**src/sv/dnsqp_pkg.sv**
```systemverilog
package dnsqp_pkg;

  localparam logic [7:0] DOT_CHAR     = 8'h2E;
  localparam logic [7:0] MAX_NAME_RST = 8'd255;
  localparam logic [8:0] SEEN_SAT     = 9'h1FF;

  typedef enum logic [2:0] {
    PH_IDLE   = 3'd0,
    PH_HEADER = 3'd1,
    PH_LEN    = 3'd2,
    PH_CHARS  = 3'd3,
    PH_QTYPE  = 3'd4,
    PH_QCLASS = 3'd5,
    PH_DONE   = 3'd6
  } phase_e;

  typedef enum logic [3:0] {
    KIND_ID        = 4'd0,
    KIND_FLAGS     = 4'd1,
    KIND_QD        = 4'd2,
    KIND_AN        = 4'd3,
    KIND_NS        = 4'd4,
    KIND_AR        = 4'd5,
    KIND_NAME_CHAR = 4'd6,
    KIND_NAME_END  = 4'd7,
    KIND_QTYPE     = 4'd8,
    KIND_QCLASS    = 4'd9,
    KIND_NAME_ERR  = 4'd10
  } kind_e;

  localparam logic [2:0] HDR_WORD_QD = 3'd2;
  localparam logic [2:0] HDR_WORD_AR = 3'd5;

  typedef struct packed {
    phase_e      phase;
    logic [3:0]  word_idx;
    logic [7:0]  high_hold;
    logic        has_question;
    logic [7:0]  label_left;
    logic [8:0]  name_seen;
    logic        first_label;
  } parse_state_t;

  typedef struct packed {
    kind_e       kind;
    logic [15:0] value;
    logic        done;
  } result_t;

endpackage

```
**src/sv/dnsqp_step.sv**
```systemverilog
module dnsqp_step
  import dnsqp_pkg::*;
(
  input  parse_state_t state_i,
  input  logic [7:0]   byte_value_i,
  input  logic         packet_start_i,
  input  logic [7:0]   max_name_bytes_i,
  output parse_state_t state_o,
  output logic         emit_o,
  output result_t      result_o
);

  parse_state_t s;
  parse_state_t n;
  logic [8:0]   seen_inc;
  logic [15:0]  word;

  always_comb begin
    s = state_i;
    if (packet_start_i) begin
      s.phase        = PH_HEADER;
      s.word_idx     = 4'd0;
      s.high_hold    = 8'd0;
      s.has_question = 1'b0;
      s.label_left   = 8'd0;
      s.name_seen    = 9'd0;
      s.first_label  = 1'b1;
    end

    n        = s;
    emit_o   = 1'b0;
    result_o = '{kind: KIND_ID, value: 16'd0, done: 1'b0};
    seen_inc = (s.name_seen != SEEN_SAT) ? s.name_seen + 9'd1 : s.name_seen;
    word     = {s.high_hold, byte_value_i};

    unique case (s.phase)
      PH_HEADER: begin
        if (!s.word_idx[0]) begin
          n.high_hold = byte_value_i;
          n.word_idx  = s.word_idx + 4'd1;
        end else begin
          emit_o         = 1'b1;
          result_o.kind  = kind_e'({1'b0, s.word_idx[3:1]});
          result_o.value = word;
          if (s.word_idx[3:1] == HDR_WORD_QD) begin
            n.has_question = (word != 16'd0);
          end
          if (s.word_idx[3:1] == HDR_WORD_AR) begin
            n.word_idx    = 4'd0;
            n.phase       = s.has_question ? PH_LEN : PH_DONE;
            result_o.done = !s.has_question;
          end else begin
            n.word_idx = s.word_idx + 4'd1;
          end
        end
      end

      PH_LEN, PH_CHARS: begin
        n.name_seen = seen_inc;
        if (seen_inc > {1'b0, max_name_bytes_i}) begin
          n.phase       = PH_DONE;
          emit_o        = 1'b1;
          result_o.kind = KIND_NAME_ERR;
          result_o.done = 1'b1;
        end else if (s.phase == PH_CHARS) begin
          n.label_left = s.label_left - 8'd1;
          if (s.label_left == 8'd1) begin
            n.phase = PH_LEN;
          end
          emit_o         = 1'b1;
          result_o.kind  = KIND_NAME_CHAR;
          result_o.value = {8'd0, byte_value_i};
        end else if (byte_value_i == 8'd0) begin
          n.phase       = PH_QTYPE;
          n.word_idx    = 4'd0;
          emit_o        = 1'b1;
          result_o.kind = KIND_NAME_END;
        end else begin
          n.label_left = byte_value_i;
          n.phase      = PH_CHARS;
          if (s.first_label) begin
            n.first_label = 1'b0;
          end else begin
            emit_o         = 1'b1;
            result_o.kind  = KIND_NAME_CHAR;
            result_o.value = {8'd0, DOT_CHAR};
          end
        end
      end

      PH_QTYPE, PH_QCLASS: begin
        if (s.word_idx == 4'd0) begin
          n.high_hold = byte_value_i;
          n.word_idx  = 4'd1;
        end else begin
          n.word_idx     = 4'd0;
          emit_o         = 1'b1;
          result_o.value = word;
          if (s.phase == PH_QTYPE) begin
            n.phase       = PH_QCLASS;
            result_o.kind = KIND_QTYPE;
          end else begin
            n.phase       = PH_DONE;
            result_o.kind = KIND_QCLASS;
            result_o.done = 1'b1;
          end
        end
      end

      default: begin
      end
    endcase

    state_o = n;
  end

endmodule

```
**src/sv/dnsqp_outbuf.sv**
```systemverilog
module dnsqp_outbuf
  import dnsqp_pkg::*;
(
  input  logic    clk_i,
  input  logic    rst_ni,
  input  logic    push_i,
  input  result_t result_i,
  output logic    ready_o,
  output logic    out_valid_o,
  input  logic    out_ready_i,
  output result_t result_o
);

  logic    out_vld_q;
  logic    skid_vld_q;
  result_t out_q;
  result_t skid_q;
  logic    pop;

  assign pop         = out_vld_q && out_ready_i;
  assign ready_o     = !skid_vld_q;
  assign out_valid_o = out_vld_q;
  assign result_o    = out_q;

  always_ff @(posedge clk_i or negedge rst_ni) begin
    if (!rst_ni) begin
      out_vld_q  <= 1'b0;
      skid_vld_q <= 1'b0;
    end else if (pop || !out_vld_q) begin
      if (skid_vld_q) begin
        out_vld_q  <= 1'b1;
        skid_vld_q <= push_i;
      end else begin
        out_vld_q <= push_i;
      end
    end else if (push_i) begin
      skid_vld_q <= 1'b1;
    end
  end

  always_ff @(posedge clk_i) begin
    if (pop || !out_vld_q) begin
      if (skid_vld_q) begin
        out_q  <= skid_q;
        skid_q <= result_i;
      end else begin
        out_q <= result_i;
      end
    end else if (push_i) begin
      skid_q <= result_i;
    end
  end

  a_skid_needs_out: assert property (@(posedge clk_i) disable iff (!rst_ni)
    skid_vld_q |-> out_vld_q)
    else $error("skid entry held with empty output slot");

  a_stall_to_skid: assert property (@(posedge clk_i) disable iff (!rst_ni)
    push_i && out_vld_q && !pop |=> skid_vld_q)
    else $error("request lost while output stalled");

  a_drain_empty: assert property (@(posedge clk_i) disable iff (!rst_ni)
    pop && !skid_vld_q && !push_i |=> !out_vld_q)
    else $error("output valid without a pending request");

endmodule

```
**src/sv/dns_query_header_parser.sv**
```systemverilog
// Each accepted byte updates the registered parse state; its result goes to the
// output slot, or to the skid entry while the output stalls. One byte per cycle
// is taken while input ready is high. A two-entry output buffer keeps input
// ready high while one result waits; ready drops only when two results are held.
// Reset (async, active low) sets the parser idle until a packet start,
// max_name_bytes to 255, and empties the output buffer.
module dns_query_header_parser
  import dnsqp_pkg::*;
(
  input  logic        clk_i,
  input  logic        rst_ni,
  input  logic        in_valid_i,
  output logic        in_ready_o,
  input  logic [7:0]  byte_value_i,
  input  logic        packet_start_i,
  output logic        out_valid_o,
  input  logic        out_ready_i,
  output logic [3:0]  result_kind_o,
  output logic [15:0] result_value_o,
  output logic        message_done_o,
  input  logic        cfg_we_i,
  input  logic [7:0]  cfg_data_i
);

  parse_state_t state_q;
  parse_state_t state_d;
  logic [7:0]   max_name_q;
  logic         emit;
  logic         accept;
  result_t      step_res;
  result_t      out_res;

  assign accept = in_valid_i && in_ready_o;

  dnsqp_step u_step (
    .state_i          (state_q),
    .byte_value_i     (byte_value_i),
    .packet_start_i   (packet_start_i),
    .max_name_bytes_i (max_name_q),
    .state_o          (state_d),
    .emit_o           (emit),
    .result_o         (step_res)
  );

  always_ff @(posedge clk_i or negedge rst_ni) begin
    if (!rst_ni) begin
      state_q    <= '{phase: PH_IDLE, word_idx: 4'd0, high_hold: 8'd0,
                      has_question: 1'b0, label_left: 8'd0, name_seen: 9'd0,
                      first_label: 1'b1};
      max_name_q <= MAX_NAME_RST;
    end else begin
      if (accept) begin
        state_q <= state_d;
      end
      if (cfg_we_i) begin
        max_name_q <= cfg_data_i;
      end
    end
  end

  dnsqp_outbuf u_outbuf (
    .clk_i       (clk_i),
    .rst_ni      (rst_ni),
    .push_i      (accept && emit),
    .result_i    (step_res),
    .ready_o     (in_ready_o),
    .out_valid_o (out_valid_o),
    .out_ready_i (out_ready_i),
    .result_o    (out_res)
  );

  assign result_kind_o  = out_res.kind;
  assign result_value_o = out_res.value;
  assign message_done_o = out_res.done;

  a_done_kind: assert property (@(posedge clk_i) disable iff (!rst_ni)
    out_valid_o && message_done_o |->
      (result_kind_o == KIND_AR) || (result_kind_o == KIND_QCLASS) ||
      (result_kind_o == KIND_NAME_ERR))
    else $error("message end flagged on a non-final result");

  a_err_zero: assert property (@(posedge clk_i) disable iff (!rst_ni)
    out_valid_o && (result_kind_o == KIND_NAME_ERR) |->
      (result_value_o == 16'd0) && message_done_o)
    else $error("name error with nonzero value or open message");

  a_leave_idle: assert property (@(posedge clk_i) disable iff (!rst_ni)
    state_q.phase != PH_IDLE |=> state_q.phase != PH_IDLE)
    else $error("parser returned to idle without reset");

endmodule

```
**config.mk**
```make
export PLATFORM = sky130hd
export DESIGN_NAME = dns_query_header_parser
export DESIGN_NICKNAME = d
export VERILOG_FILES = /design/src/sv/dnsqp_pkg.sv /design/src/sv/dnsqp_step.sv /design/src/sv/dnsqp_outbuf.sv /design/src/sv/dns_query_header_parser.sv
export SDC_FILE = /design/constraint.sdc
export NUM_CORES = 1
export LEC_CHECK = 0
export BUFFER_PORTS_ARGS = -buffer_cell sky130_fd_sc_hd__buf_2
export CORE_MARGIN = 1
export CORE_UTILIZATION = 50
export DETAILED_ROUTE_END_ITERATION = 8
export HOLD_SLACK_MARGIN = 0.1
export PLACE_DENSITY = 0.76
export SLEW_MARGIN = 15
export SYNTH_ARGS = -nofsm -noshare
export SYNTH_HDL_FRONTEND = slang
export SYNTH_SLANG_ARGS = --single-unit
```
**constraint.sdc**
```tcl
create_clock -name clk_i -period 5.15 [get_ports clk_i]
set_input_delay 1.2875 -clock clk_i [delete_from_list [all_inputs] [get_ports clk_i]]
set_output_delay 1.2875 -clock clk_i [all_outputs]
set_load 0.05 [all_outputs]
```
Word-level counts from Yosys, hierarchy flattened
Cells that the tools add are included.
- bits in registers: 86
- word-level logic and storage cells: 103
- order comparisons: 1
- $add $sub $neg: 3
- equal/unequal tests: 10
- reductions and logical operators: 14
- multiplexer cells: 59
- operator list (cell ; count):
    two-way mux 21 bit ; 5
    one-hot mux 21 bit (3 select lines) ; 1
    two-way mux 20 bit ; 2
    two-way mux 8 bit ; 5
    two-way mux 34 bit ; 1
    two-way mux 16 bit ; 2
    two-way mux 4 bit ; 7
    two-way mux 3 bit ; 8
    two-way mux 1 bit ; 21
    one-hot mux 7 bit (3 select lines) ; 1
    two-way mux 19 bit ; 1
    two-way mux 18 bit ; 1
    one-hot mux 8 bit (2 select lines) ; 1
    nonzero test 16 bit ; 1
    adder 9 x 1 -> 9 bit (second input constant) ; 1
    == test 3 x 2 -> 1 bit (second input constant) ; 3
    == test 3 bit (second input constant) ; 3
    > comparator 9 x 8 -> 1 bit ; 1
    two-way mux 9 bit ; 1
    != test 9 bit (second input constant) ; 1
    == test 8 x 1 -> 1 bit (second input constant) ; 1
    zero test 8 bit ; 1
    subtractor 8 x 1 -> 8 bit (second input constant) ; 1
    adder 4 x 1 -> 4 bit (second input constant) ; 1
    other kinds (11) ; 16

Logic depth before layout (Yosys ltp)
- depth in word-level cells: 9
- mapped depth: 20
- gate-level depth less buffers: 13

Cells and area by module
From an unflattened synthesis, not the netlist that was laid out.
- cell total of the unflattened synthesis: 452
- area, all modules: 5281.3 um^2
- modules (own cells, without submodules) (module ; cells an instance ; area an instance (um^2) ; times used):
    dnsqp_step ; 288 ; 1875.5 ; 1
    dnsqp_outbuf ; 74 ; 1706.6 ; 1
    dns_query_header_parser ; 90 ; 1699.1 ; 1

Worst setup path after synthesis
OpenSTA, ideal clock, no wires.
- path kind: input -> register
- from: input packet_start_i
- to: register u_outbuf.skid_q[0] (netlist bit), enable pin
- arrival: 5.620 ns
- stages: 19
- data required time: 4.744 ns
- buffers on the path: 6
- slack: -0.876 ns
- cells stage by stage: buf_2 -> buf_1 -> clkbuf_1 -> nor2b_1 -> ha_1 -> buf_2 -> nand4_1 -> or4_1 -> clkbuf_1 -> nor2b_1 -> xnor2_1 -> nor2_1 -> ha_1 -> nand4_2 -> nor3_1 -> o311a_1 -> buf_6 -> o21ai_1 -> a21oi_1
- word-level cells in the longest chain between the ends: 9
- elaborated cells on any way between the ends: 23
- ends and longest elaborated chain (what ; RTL line ; text):
    start, declared ; dns_query_header_parser.sv:15 ; input logic packet_start_i,
    two-way mux 34 bit (*) ; dnsqp_step.sv:20 ; if (packet_start_i) begin
    adder 9 x 1 -> 9 bit, or another cell as far along ; dnsqp_step.sv:33 ; seen_inc = (s.name_seen != SEEN_SAT) ? s.name_seen + 9'd1 : s.name_seen;
    two-way mux 9 bit or two-way mux 1 bit (tied branches) ; dnsqp_step.sv:33, dnsqp_step.sv:73 ;
    > comparator 9 x 8 -> 1 bit or two-way mux 1 bit (tied branches) ; dnsqp_step.sv:60, dnsqp_step.sv:65 ;
    two-way mux 1 bit ; dnsqp_step.sv:60 ; if (seen_inc > {1'b0, max_name_bytes_i}) begin
    one-hot mux 1 bit (3 select lines) (*) ; dnsqp_step.sv:36 ; unique case (s.phase)
    logical AND 1 bit (*) ; dns_query_header_parser.sv:64 ; .push_i (accept && emit),
    nonzero test 2 bit (no source line) (*) ; n/a ;
    AND reduction 2 bit (no source line) (*) ; n/a ;
    end signal, assigned ; dnsqp_outbuf.sv:45 ; skid_q <= result_i;
    end signal, assigned ; dnsqp_outbuf.sv:50 ; skid_q <= result_i;
    end, declared ; dnsqp_outbuf.sv:17 ; result_t skid_q;
Every way passes the cells marked *; elsewhere a longest branch is shown, timed or not.
A chain may end at the register's enable or synchronous reset.

Final worst setup path
- from: input packet_start_i
- to: register u_outbuf.out_q, in the netlist u_outbuf.result_o[6] (data pin)
- word-level cells in the longest chain between the ends: 7
- elaborated cells on any way between the ends: 21
- ends and longest elaborated chain (what ; RTL line ; text):
    two-way mux 34 bit (*) ; dnsqp_step.sv:20 ;
    adder 9 x 1 -> 9 bit, or another cell as far along ; dnsqp_step.sv:33 ;
    two-way mux 9 bit or two-way mux 16 bit (tied branches) ; dnsqp_step.sv:33, dnsqp_step.sv:73 ;
    > comparator 9 x 8 -> 1 bit or two-way mux 20 bit (tied branches) ; dnsqp_step.sv:60, dnsqp_step.sv:65 ;
    two-way mux 16 bit ; dnsqp_step.sv:60 ;
    one-hot mux 21 bit (3 select lines) (*) ; dnsqp_step.sv:36 ;
    two-way mux 21 bit (*) ; dnsqp_outbuf.sv:43 ; if (skid_vld_q) begin
    end signal, assigned ; dnsqp_outbuf.sv:44 ; out_q <= skid_q;
    end signal, assigned ; dnsqp_outbuf.sv:47 ; out_q <= result_i;
    end, declared ; dnsqp_outbuf.sv:16 ; result_t out_q;
Marked as above.

==> flow_metrics.tcl <==
set metrics [dict create \
    internal_power_uw 1280 \
    ir_drop_uv 181 \
    synth_fp_nets 503 \
    avgViaCountPerCell 6.10 \
    fmax_ghz 0.212 \
    drtAntennaViolNets 0 \
    drtIter0Drc 321 \
    postCtsSetupBuffers 0 \
    dp_slack_ns 0.127 \
    n_fill_cell 801 \
    pwr-share-seq_pct 45.9 \
    ys_seq_area_share_pct 49.3 \
    layout.nets 545 \
    swShare_pct 38.9 \
    hpwl_mm 7.80 \
    min_path_type "flip-flop to flip-flop" \
    arrival_ns 4.93 \
    combPwrFrac_pct 31.3 \
    die_h_um 100 \
    drv_slew 0 \
    post-route-period-util_pct 91.6 \
    postLayoutCellArea_mm2 0.00539 \
    dieArea_mm2 0.0100 \
    diodes 0 \
    status "finished, final reports clean" \
    ys_top_cells_by_area "edfxtp_1 (26%), dfrtp_1 (18%), dfstp_2 (4.9%)" \
    relSlewSlack_pct 26.1 \
    ys.flop_type "edfxtp_1" \
    crit_fanout 10 \
    final_common_cell "nand2_1" \
    syn_avg_cell_area_um2 10.3 \
    syn_area_mm2 0.00481 \
    grt_pass1_vias 3625 \
    cts.sinks 86 \
    p_clk_share_pct 22.8 \
    seq_area_mm2 0.00237 \
    grt_pass1_wl_mm 17.8 \
    start_util_pct 51.8 \
    dpl-instance-area_mm2 0.00519 \
    rows 35 \
    ys_types 69 \
    drt_first_pass_iters 5 \
    core_area_mm2 0.00928 \
    crit_type "input pin to flip-flop" \
    async_reset_ff_share_pct 51.2 \
    final_cell_mix "nand2_1 (47), buf_2 (44), edfxtp_1 (42), nor2_1 (40), dfrtp_1 (35)" \
    syn_to_final_growth_pct 11.9 \
    overflow 0 \
    fin_ws_ns 0.432 \
    wire_per_inst_um 17.0 \
    multi_input_area_mm2 0.00228 \
    io_pins 45 \
    setup_tns_ns 0 \
    drive_above_1_share_pct 22.3 \
    power_switching_uw 812 \
    drt_wl_total_mm 10.9 \
    htreeDepth 3 \
    tightest_slew_ns 1.11 \
    drc 0 \
    finalCriticalPeriod_ns 4.72 \
    grt_max_degree 45 \
    ys_warn_count 0 \
    end_kind "flip-flop" \
    root_buffer "clkbuf_8" \
    grt_setup_unrepaired "no" \
    start_kind "input pin" \
    die_x_um 100 \
    path_clk_slew_ns 0.10 \
    antenna_found_initial 0 \
    synth_edf_count 42 \
    netlist_instances 468 \
    finalSetupViolCount 0 \
    hold_violations 0 \
    numCtsBuffers 9 \
    required_ns 5.36 \
    p_per_area_mw_per_mm2 388 \
    clk-insertion-delay-late_ns 0.37 \
    postCtsHoldBufs 0 \
    synth_top_area_share_pct 26.2 \
    clock_skew_ns 0.00948 \
    clk_path_buf_depth 2 \
    portBuffers 44 \
    leakage_uw 0.00227 \
    cts_tree "done" \
    cts_resized 0 \
    ys_seq_elements 86 \
    whs_ns 0.514 \
    yosysTopAreaCell "edfxtp_1" \
    vias 3929 \
    grt.total_usage_pct 22.7 \
    max_cap_violations 0 \
    gp_congestion 0.952 \
]
-- per-stage QoR --
step	instances	power [uW]	utilization (%)
2_1_floorplan	468	1460	-
3_3_place_gp	628	1600	55.9
3_5_place_dp	628	1620	55.9
4_1_cts	644	2090	58.0
5_1_grt	644	2190	58.0
6_report	644	2090	58.0
-- worst paths after layout --
path,from,to,slack (ns),cells past startpoint
hold / removal,max_name_q[4],max_name_q[4],0.51,2
setup reg to reg,state_q[1],u_outbuf.result_o[6],1.02,13
min in group asynchronous,rst_ni,state_q[12],1.07,1
max in group asynchronous,rst_ni,u_outbuf.skid_vld_q,3.48,1
hold reg to reg,max_name_q[4],max_name_q[4],0.51,2
setup / recovery,packet_start_i,u_outbuf.result_o[6],0.43,14
-- power by group through the flow --
stage               Clock [uW]  Sequential (uW)  Combinational (uW)
CTS                        481              959                 649
detailed placement           0              973                 645
finish                     476              960                 653
global route               510              977                 699
global placement             0              968                 630
floorplan                    0             1140                 317
-- final cells by class --
cell class	instances	area share, %
Sequential cell	86	44.1
Multi-Input combinational cell	342	42.3
Timing Repair Buffer	55	5.85
Tap cell	129	3.00
Clock buffer	9	2.30
Clock inverter	7	1.37
Inverter	16	1.11
-- flip-flops by register name, summed over array words and instances, names as in the netlist --
| signal | cells |
|---|---|
| max_name_q | 8 |
| state_q | 34 |
| u_outbuf.out_valid_o | 1 |
| u_outbuf.result_o | 21 |
| u_outbuf.skid_q | 21 |
| u_outbuf.skid_vld_q | 1 |
-- cell families (layout without fill, tap and decap cells) --
kind of cell	after synthesis	in the layout	share of synthesized area (%)
buffers and inverters	40	87	3.64
AO/OA/AOI/OAI	115	115	16.3
multiplexers	32	32	7.18
flip-flops	86	86	49.3
AND/OR/NAND/NOR	174	174	18.7
XOR/XNOR	8	8	1.46
adder cells (fa/ha/maj)	13	13	3.38
-- Yosys cell counts (all sizes together) (2+ instances only) --
| cell | number |
|---|---|
| buf | 9 |
| nor4 | 5 |
| a31o | 3 |
| inv | 14 |
| nand2 | 47 |
| a31oi | 10 |
| o311ai | 6 |
| a22o | 2 |
| a21oi | 16 |
| mux2 | 20 |
| a32oi | 2 |
| xnor2 | 6 |
| nor2 | 41 |
| o31ai | 3 |
| clkbuf | 15 |
| o21ai | 33 |
| a211oi | 3 |
| o41ai | 4 |
| or3b | 4 |
| o22ai | 4 |
| a21o | 2 |
| nand4bb | 2 |
| nand4 | 9 |
| clkinv | 2 |
| a32o | 5 |
| dfrtp | 35 |
| ha | 13 |
| or4 | 5 |
| xor2 | 2 |
| and2 | 10 |
| mux2i | 12 |
| or3 | 5 |
| a311oi | 3 |
| nor3b | 4 |
| nand3 | 9 |
| and3 | 2 |
| edfxtp | 42 |
| dfstp | 9 |
| a21boi | 7 |
| nor2b | 12 |
| nor3 | 10 |
| nand2b | 6 |
| a2bb2oi | 2 |
-- critical path, stage by stage --
cell and delay [ns]:
buf_2 0.16, nor2b_1 0.24, ha_1 0.23, nand4_1 0.14, or4_1 0.51, nor2b_1 0.18
xnor2_1 0.13, nor2_1 0.06, ha_1 0.32, nand4_2 0.12, or3_1 0.40, o311a_1 0.27
or4_4 0.65, a31oi_1 0.22
-- metal layers --
metal | GRT usage (%) | up-vias | share of wire [%]
met5 | 0 | - | 0
met4 | 6.80 | 0 | 2.1
met3 | 4.25 | 31 | 6.3
met2 | 37.2 | 182 | 47
met1 | 30.7 | 1877 | 45
li1 | - | 1839 | -
(Power assumes the default switching activity.)
